`config.mk`:
```
export PLATFORM = sky130hd
export DESIGN_NAME = base64_encoder_line_wrapped
export DESIGN_NICKNAME = d
export VERILOG_FILES = /design/src/design/b64enc_pkg.sv /design/src/design/base64_encoder_line_wrapped.sv
export SDC_FILE = /design/constraint.sdc
export NUM_CORES = 1
export LEC_CHECK = 0
export BUFFER_PORTS_ARGS = -buffer_cell sky130_fd_sc_hd__buf_2
export CORE_AREA = 3 3 93 104
export DETAILED_ROUTE_END_ITERATION = 8
export DIE_AREA = 0 0 96 107
export PLACE_DENSITY = 0.78
export SLEW_MARGIN = 20
export SYNTH_ARGS = -nofsm -noshare
export SYNTH_HDL_FRONTEND = slang
export SYNTH_SLANG_ARGS = --single-unit
```
`constraint.sdc`:
```
create_clock -name clk -period 3.5 [get_ports clk]
set_input_delay 0.7 -clock clk [delete_from_list [all_inputs] [get_ports clk]]
set_output_delay 0.7 -clock clk [all_outputs]
set_load 0.02 [all_outputs]
```
`src/design/b64enc_pkg.sv`:
```
`default_nettype none

package b64enc_pkg;

	// Register reset and line length floor
	localparam logic [7:0] LINE_CHARS_RESET = 8'd72;
	localparam logic [7:0] MIN_LINE         = 8'd4;

	// Character codes
	localparam logic [7:0] CHAR_UPPER_A = 8'h41;
	localparam logic [7:0] CHAR_LOWER_A = 8'h61;
	localparam logic [7:0] CHAR_ZERO    = 8'h30;
	localparam logic [7:0] CHAR_PLUS    = 8'h2B;
	localparam logic [7:0] CHAR_SLASH   = 8'h2F;
	localparam logic [7:0] CHAR_PAD     = 8'h3D;
	localparam logic [7:0] CHAR_LF      = 8'h0A;

	// Sextet ranges of the alphabet
	localparam logic [5:0] SEXTET_LOWER = 6'd26;
	localparam logic [5:0] SEXTET_DIGIT = 6'd52;
	localparam logic [5:0] SEXTET_PLUS  = 6'd62;

	// Position of the next byte in its three-byte group
	typedef enum logic [1:0] {
		PH_0 = 2'd0,
		PH_1 = 2'd1,
		PH_2 = 2'd2
	} phase_t;

	// Characters produced by one input byte
	typedef struct packed {
		logic [3:0][7:0] chars;
		logic [1:0]      last_idx;
		logic            msg_end;
	} group_t;

	// Map a sextet to its base64 character
	function automatic logic [7:0] b64_char(input logic [5:0] v);
		logic [7:0] w;
		w = {2'b00, v};
		if (v < SEXTET_LOWER) begin
			return CHAR_UPPER_A + w;
		end else if (v < SEXTET_DIGIT) begin
			return CHAR_LOWER_A + w - {2'b00, SEXTET_LOWER};
		end else if (v < SEXTET_PLUS) begin
			return CHAR_ZERO + w - {2'b00, SEXTET_DIGIT};
		end else if (v == SEXTET_PLUS) begin
			return CHAR_PLUS;
		end else begin
			return CHAR_SLASH;
		end
	endfunction

endpackage

`default_nettype wire

```
`src/design/base64_encoder_line_wrapped.sv`:
```
// An accepted byte is held in the group register; each word it makes goes through the output register to m_tdata.
// Throughput: one output word per cycle while m_tready does not stall the output register; a byte makes
// 1 to 5 words (about 1.4 on average with padding and line feeds), sent by the single output serializer.
// A new byte is taken in the cycle its predecessor's last word moves to the output register.
// Reset (arst_n low, asynchronous): group phase, carried bits and column clear, line length 72.
`default_nettype none

module base64_encoder_line_wrapped import b64enc_pkg::*; (
	input  wire logic       clk,
	input  wire logic       arst_n,
	// configuration: line_chars
	input  wire logic       cfg_valid,
	output logic            cfg_ready,
	input  wire logic [7:0] cfg_data,
	// input bytes
	input  wire logic       s_tvalid,
	output logic            s_tready,
	input  wire logic [7:0] s_tdata,   // [7:0] in_byte
	input  wire logic       s_tlast,   // last_byte
	// output characters
	output logic            m_tvalid,
	input  wire logic       m_tready,
	output logic [7:0]      m_tdata,   // [7:0] out_char
	output logic [0:0]      m_tuser,   // [0] last_of_run
	output logic            m_tlast    // end_of_text
);

	logic [7:0] line_chars_q;
	phase_t     phase_q, phase_d;
	logic [3:0] carry_q, carry_d;

	group_t     grp_s1, grp_d;
	logic       valid_s1;

	logic [1:0] idx_q;
	logic       lf_q;
	logic       lf_end_q;
	logic [7:0] col_q;

	logic       m_tvalid_q;
	logic [7:0] m_tdata_q;
	logic       m_run_q;
	logic       m_end_q;

	logic       accept;
	logic       advance;
	logic [7:0] eff;
	logic [8:0] col_inc;
	logic       need_lf;
	logic       is_last_char;
	logic       done;
	logic [7:0] out_char;
	logic       out_run;

	assign cfg_ready = 1'b1;

	// Hold the line length register
	always_ff @(posedge clk or negedge arst_n) begin
		if (!arst_n) begin
			line_chars_q <= LINE_CHARS_RESET;
		end else if (cfg_valid) begin
			line_chars_q <= cfg_data;
		end
	end

	// Split the byte into the characters it completes
	always_comb begin
		grp_d          = '0;
		phase_d        = phase_q;
		carry_d        = carry_q;
		grp_d.msg_end  = s_tlast;
		case (phase_q)
			PH_1: begin
				grp_d.chars[0] = b64_char({carry_q[1:0], s_tdata[7:4]});
				if (s_tlast) begin
					grp_d.chars[1] = b64_char({s_tdata[3:0], 2'b00});
					grp_d.chars[2] = CHAR_PAD;
					grp_d.last_idx = 2'd2;
				end
				phase_d = PH_2;
				carry_d = s_tdata[3:0];
			end
			PH_2: begin
				grp_d.chars[0] = b64_char({carry_q, s_tdata[7:6]});
				grp_d.chars[1] = b64_char(s_tdata[5:0]);
				grp_d.last_idx = 2'd1;
				phase_d        = PH_0;
				carry_d        = 4'd0;
			end
			default: begin
				grp_d.chars[0] = b64_char(s_tdata[7:2]);
				if (s_tlast) begin
					grp_d.chars[1] = b64_char({s_tdata[1:0], 4'b0000});
					grp_d.chars[2] = CHAR_PAD;
					grp_d.chars[3] = CHAR_PAD;
					grp_d.last_idx = 2'd3;
				end
				phase_d = PH_1;
				carry_d = {2'b00, s_tdata[1:0]};
			end
		endcase
		if (s_tlast) begin
			phase_d = PH_0;
			carry_d = 4'd0;
		end
	end

	// Serializer: one character or line feed per advance
	always_comb begin
		eff          = (line_chars_q < MIN_LINE) ? MIN_LINE : line_chars_q;
		col_inc      = {1'b0, col_q} + 9'd1;
		need_lf      = (col_inc >= {1'b0, eff});
		is_last_char = (idx_q == grp_s1.last_idx);
		if (lf_q) begin
			out_char = CHAR_LF;
			out_run  = lf_end_q;
		end else begin
			out_char = grp_s1.chars[idx_q];
			out_run  = is_last_char && !need_lf;
		end
		advance  = valid_s1 && (!m_tvalid_q || m_tready);
		done     = advance && out_run;
		s_tready = !valid_s1 || done;
		accept   = s_tvalid && s_tready;
	end

	// Hold the group state and the group register
	always_ff @(posedge clk or negedge arst_n) begin
		if (!arst_n) begin
			phase_q  <= PH_0;
			carry_q  <= 4'd0;
			valid_s1 <= 1'b0;
		end else begin
			if (accept) begin
				phase_q <= phase_d;
				carry_q <= carry_d;
			end
			if (accept) begin
				valid_s1 <= 1'b1;
			end else if (done) begin
				valid_s1 <= 1'b0;
			end
		end
	end

	always_ff @(posedge clk) begin
		if (accept) begin
			grp_s1 <= grp_d;
		end
	end

	// Advance the character index, line feed flag and column
	always_ff @(posedge clk or negedge arst_n) begin
		if (!arst_n) begin
			idx_q    <= 2'd0;
			lf_q     <= 1'b0;
			lf_end_q <= 1'b0;
			col_q    <= 8'd0;
		end else if (advance) begin
			if (done) begin
				idx_q <= 2'd0;
				lf_q  <= 1'b0;
				if (grp_s1.msg_end) begin
					col_q <= 8'd0;
				end else if (!lf_q) begin
					col_q <= col_inc[7:0];
				end
			end else if (lf_q) begin
				lf_q <= 1'b0;
			end else begin
				if (need_lf) begin
					lf_q     <= 1'b1;
					lf_end_q <= is_last_char;
					col_q    <= 8'd0;
				end else begin
					col_q <= col_inc[7:0];
				end
				if (!is_last_char) begin
					idx_q <= idx_q + 2'd1;
				end
			end
		end
	end

	// Output register
	always_ff @(posedge clk or negedge arst_n) begin
		if (!arst_n) begin
			m_tvalid_q <= 1'b0;
		end else if (advance) begin
			m_tvalid_q <= 1'b1;
		end else if (m_tready) begin
			m_tvalid_q <= 1'b0;
		end
	end

	always_ff @(posedge clk) begin
		if (advance) begin
			m_tdata_q <= out_char;
			m_run_q   <= out_run;
			m_end_q   <= out_run && grp_s1.msg_end;
		end
	end

	assign m_tvalid   = m_tvalid_q;
	assign m_tdata    = m_tdata_q;
	assign m_tuser[0] = m_run_q;
	assign m_tlast    = m_end_q;

endmodule

`default_nettype wire

```
# Word level (Yosys, flattened, before mapping)
# Cells that the tools add are included.
totals:
  ff_bits: 73
  latchBits: 0
  ram_bits: 0
  rom_bits: 0
  in_bits: 22
  output_inout_bits: 13
  word_cells: 150
  mem_count: 0
classes:
  addsub: 32
  n_mul: 0
  div: 0
  order_cmp: 21
  eq_ne: 10
  n_shift: 0
  mux: 51
  bitwise: 2
  reduce_logical: 16
op_table:
  columns: ["cell", "n"]
  rows:
  - ["$mux W8", 25]
  - ["$add A7 B6 Y8 const A", 12]
  - ["$lt A6 B6 Y1 const B", 12]
  - ["$sub A7 B6 Y8 const B", 6]
  - ["$sub A8 B5 Y8 const B", 6]
  - ["$add A6 B6 Y7 const A", 6]
  - ["$lt A6 B5 Y1 const B", 6]
  - ["$pmux W18 S2", 1]
  - ["$eq A6 B6 Y1 const B", 4]
  - ["$mux W22", 1]
  - ["$bmux W8 S2", 1]
  - ["$pmux W8 S2", 1]
  - ["$mux W14", 1]
  - ["$mux W2", 6]
  - ["$mux W3", 4]
  - ["$add A8 B1 Y9 const B", 1]
  - ["$ge A9 B8 Y1", 1]
  - ["$lt A8 B3 Y1 const B", 1]
  - ["$mux W1", 8]
  - ["$pmux W4 S2", 1]
  - ["$reduce_and A3 Y1", 2]
  - ["$logic_and A1 B1 Y1", 5]
  - ["$mux W4", 1]
  - ["$ne A2 B1 Y1 const B", 2]
  - ["13 further kinds", 18]

# Logic depth before layout (Yosys ltp)
logic_depth:
  word_depth: 10
  depth_mapped: 11
  depth_no_buf: 10

# Worst setup path after synthesis
# OpenSTA, ideal clock, no wires.
synth_timing:
  kind: "register to register"
  startpoint: "reg col_q[0]"
  endpoint: "reg grp_s1[0] (netlist name) (enable)"
  arrival_ps: 2846
  t_required_ps: 3125
  path_slack_ps: 279
  path_stages_with_launch: 11
  n_path_buf: 0
  synth_period_minus_slack_ps: 3221
  cell_sequence: "dfrtp_1 -> ha_1 -> and3_1 -> nand3_1 -> xnor2_1 -> ha_1 -> a21o_1 -> a221o_1 -> a41oi_4 -> a41oi_4 -> inv_1"
synth_via:
  elab_chain_cells: 8
synth_rtl:
  columns: ["item", "line_no", "text"]
  rows:
  - ["start, declared", "base64_encoder_line_wrapped.sv:38", "logic [7:0] col_q;"]
  - ["start signal, assigned", "base64_encoder_line_wrapped.sv:166", "col_q <= col_inc[7:0];"]
  - ["start signal, assigned", "base64_encoder_line_wrapped.sv:176", "col_q <= col_inc[7:0];"]
  - ["$add A8 B1 Y9", "base64_encoder_line_wrapped.sv:111", "col_inc = {1'b0, col_q} + 9'd1;"]
  - ["$ge A9 B8 Y1", "base64_encoder_line_wrapped.sv:112", "need_lf = (col_inc >= {1'b0, eff});"]
  - ["$logic_not A1 Y1", "base64_encoder_line_wrapped.sv:119", "out_run = is_last_char && !need_lf;"]
  - ["$logic_and A1 B1 Y1", "base64_encoder_line_wrapped.sv:119", null]
  - ["$mux W1", "base64_encoder_line_wrapped.sv:114", "if (lf_q) begin"]
  - ["$logic_and A1 B1 Y1", "base64_encoder_line_wrapped.sv:122", "done = advance && out_run;"]
  - ["$logic_or A1 B1 Y1", "base64_encoder_line_wrapped.sv:123", "s_tready = !valid_s1 || done;"]
  - ["$logic_and A1 B1 Y1", "base64_encoder_line_wrapped.sv:124", "accept = s_tvalid && s_tready;"]
  - ["net accept", "base64_encoder_line_wrapped.sv:45", "logic accept;"]
  - ["end signal, assigned", "base64_encoder_line_wrapped.sv:148", "grp_s1 <= grp_d;"]
  - ["end, declared", "base64_encoder_line_wrapped.sv:32", "group_t grp_s1, grp_d;"]
# The timed path passes the listed nets, and every way through them passes these cells.
# A chain may end at the register's enable or synchronous reset.

# Worst setup path in the final report
layout_timing:
  startpoint: "reg col_q[1]"
  endpoint: "out s_tready"
layout_via:
  elab_chain_cells: 7
layout_rtl:
  columns: ["item", "line_no", "text"]
  rows:
  - ["$add A8 B1 Y9", "base64_encoder_line_wrapped.sv:111", null]
  - ["$ge A9 B8 Y1", "base64_encoder_line_wrapped.sv:112", null]
  - ["$logic_not A1 Y1", "base64_encoder_line_wrapped.sv:119", null]
  - ["$logic_and A1 B1 Y1", "base64_encoder_line_wrapped.sv:119", null]
  - ["$mux W1", "base64_encoder_line_wrapped.sv:114", null]
  - ["$logic_and A1 B1 Y1", "base64_encoder_line_wrapped.sv:122", null]
  - ["$logic_or A1 B1 Y1", "base64_encoder_line_wrapped.sv:123", null]
  - ["end, declared", "base64_encoder_line_wrapped.sv:17", "output logic s_tready,"]
# Every way passes these cells.

==> metrics <==
largest net degree at the start of global routing 29; clock skew 0.00779 ns; Final setup viols 0; drt initial violations approximately 400; highest clock rate 0.287 GHz; Slew HR 56.8%; vias in the first global route ~3.9k; met1 wire length 5080 µm; MaxCap Viol Count 0; Core Util, Final about three fifths; top layer in use met4; dpl ws 0.173 ns; PnR Total Power around 3900 µW; Die H approximately 110 µm; YS warnings 0; CP peak stage delay roughly 0.43 ns; clock root buffer clkbuf_8; NumNets Final around 630; cells along the critical path buf_6 -> and3_4 -> nand3_2 -> xnor2_2 -> ha_1 -> and3_4 -> a221o_1 -> a41oi_4 -> a311oi_2 -> inv_1 -> buf_6; Post-DRT Antenna Nets 0; clock latency on the worst-skew pair 0.33 ns; WL met2 5790 µm; Worst Tran Pin Value 0.647 ns; maximum vdd drop 246 µV; Worst-path clk slew 0.06 ns; Slew Limit Fails 0; RSZ-0062 raised after global routing yes; clock buffer depth 2; Starting Density 54.5%; synth-to-layout area growth 11.3%; GRT Residual Overflow 0; H-tree Lvls 3; initial antenna violation count 0; row count 36; WL met3 834 µm; Mapped Area around 4800 µm²; status finished, final reports clean; worst setup margin 0.0135 ns; largest family of logic cells by synthesized area compound AO/OA/AOI/OAI gates; ant diodes 0; CP max FO 3; Initial DRT Pass Iterations 5; CP startpoint col_q[1]$_DFFE_PN0P_; Crit Path Class reg -> out; startpoint types flip-flop; CP endpoint kind output port; Vias/cell between 6 and 7; layout cells sized above 1 16.8%; prevailing post-synth register cell edfxtp_1; non-filler cells in the finished layout 690; Reg-to-Reg Start col_q[1]$_DFFE_PN0P_; die width 96 µm; cell area power density 728 nW/µm²; Period minus WS final 3.49 ns; core box area 8780 µm²; placed cell count 667; vias 4325; reg2reg path depth 12; I/O Buffers 33; Hold Path Class in -> async; Synth Area in XOR/XNOR under 10%; Simple-Gate Fraction of Synth Area around a fifth; Yosys reg bits 58; Mapped Cells 551; final hold vios 0; gr usage total 23.2%; routed wire length 11900 µm; first-pass GRT wire length 19000 µm; setup TNS 0 ns; Synth cell types 71; HPWL after detailed placement 8600 µm; number of flops mapped to enable cells by yosys 30; CTS tree yes; placer congestion estimate 0.991; CTS sink cnt between 50 and 60; multiplexer share of the synthesized area 5.72%; adder-cell share of the synthesized area 8.62%; most common cell after layout, fill and taps aside nand2_1; Critical-path top delay cell dfrtp_1; sequential element share of the synthesized area 33.5%; Die ar. 10300 µm²; static leakage 0.00224 µW; CTS Buf Count 9; Routed wire per std cell 17.3 µm; fin crit share approximately 100%; syn_nets 606; syn_area_per_cell between 8 and 9 µm²; commonest cells after routing, fill and taps aside nand2_1 (54), a21oi_1 (39), ha_1 (32), buf_2 (32), edfxtp_1 (30); DRC viols 0; FFs w/ async S/R, synth 48.3%; Required @ worst endpoint 2.80 ns; # IOs 35; CP arrival 2.79 ns; compound-cell area share of the yosys netlist about 22%
## per-stage QoR
stage / area, µm² / hold WS [ns]
6_report: 5330 / 0.390
2_1_floorplan: 4790 / 0.404
5_1_grt: 5330 / 0.447
3_3_place_gp: 5000 / 0.487
4_1_cts: 5230 / 0.408
3_5_place_dp: 5000 / 0.488
## what timing repair did
action | CTS | global route
pin swaps | 1 | 9
setup buffers | 3 | 4
hold endpoints to repair | 0 | 0
gates cloned | 0 | 0
resized for setup | 4 | 17
hold buffers | 0 | 0
endpoints found under the setup margin | 1 | 1
## report_power, final
part           internal [µW]  switching (µW)
clock network            297             245
logic                    847            1210
registers               1060             228
total                   2200            1680
## layer usage
metal  global-route usage (%)  vias up
met3                     3.51       24
li1                         -     2066
met5                        0        -
met4                     7.83        0
met1                     31.6     2010
met2                     37.2      225
## area by class of cell
type / instances / area (µm²)
clock buffer: 12 / 156
clock inverter: 4 / 25.0
fill: 742 / 3450
inverter: 29 / 109
multi-input combinational: 424 / 2990
sequential: 58 / 1610
tap: 114 / 143
timing repair buffer: 49 / 299
## critical path, delay by kind of cell (launching register included)
kind | cells | cell delay [ns]
AOI/OAI and AO/OA | 3 | 0.71
and+or+nand+nor | 3 | 0.46
DFF | 1 | 0.43
buffers and inverters | 3 | 0.32
adders and majority gates | 1 | 0.29
xor gates and xnor gates | 1 | 0.24
## kinds of logic (layout without fill, tap and decap cells)
kind of cell	Yosys count	after routing
AO/OA/AOI/OAI	151	151
XOR/XNOR	24	24
adder cells (fa/ha/maj)	33	33
buffers and inverters	69	94
flip-flops	58	58
multiplexers	25	25
other	1	1
AND/OR/NAND/NOR	190	190
## cells in the mapped netlist (4+ instances only)
| library cell | number | area share, % |
|---|---|---|
| buf_2 | 7 | 0.73 |
| a21oi_1 | 39 | 4.1 |
| o21ai_0 | 28 | 2.9 |
| or3_1 | 6 | 0.78 |
| a31oi_1 | 12 | 1.6 |
| nand3_1 | 27 | 2.8 |
| inv_1 | 29 | 2.3 |
| o211ai_1 | 5 | 0.78 |
| a311o_1 | 4 | 0.84 |
| nand4_1 | 10 | 1.3 |
| edfxtp_1 | 30 | 19 |
| o221ai_1 | 4 | 0.73 |
| nand2b_1 | 11 | 1.4 |
| clkbuf_1 | 28 | 2.2 |
| xor2_1 | 6 | 1.1 |
| nand2_1 | 54 | 4.2 |
| dfrtp_1 | 26 | 14 |
| a21o_1 | 11 | 1.7 |
| mux2i_1 | 15 | 3.1 |
| and3_1 | 8 | 1.0 |
| nand3b_1 | 7 | 1.1 |
| nor2b_1 | 10 | 1.3 |
| nor2_1 | 25 | 2.0 |
| ha_1 | 33 | 8.6 |
| xnor2_1 | 18 | 3.3 |
| nor3_1 | 11 | 1.1 |
| and2_1 | 7 | 0.91 |
| mux2_2 | 8 | 1.9 |
| a211oi_1 | 4 | 0.63 |
## flip-flops by register name, summed over array words and instances, names as in the netlist, 2 cells and up
name and cells:
phase_q 2, grp_s1 20, carry_q 4, line_chars_q 8, col_q 8, m_tdata 8, idx_q 2
## path summary, 6_finish.rpt
path | slack (ns) | end
setup / recovery | 0.01 | s_tready
hold / removal | 0.39 | m_tvalid$_DFFE_PN0P_
setup reg to reg | 0.33 | grp_s1[15]$_DFFE_PP_
hold reg to reg | 0.50 | line_chars_q[0]$_DFFE_PN0P_
max in group asynchronous | 2.66 | col_q[5]$_DFFE_PN0P_
min in group clk | 0.50 | line_chars_q[0]$_DFFE_PN0P_
Power figures use the tool's default switching activity.
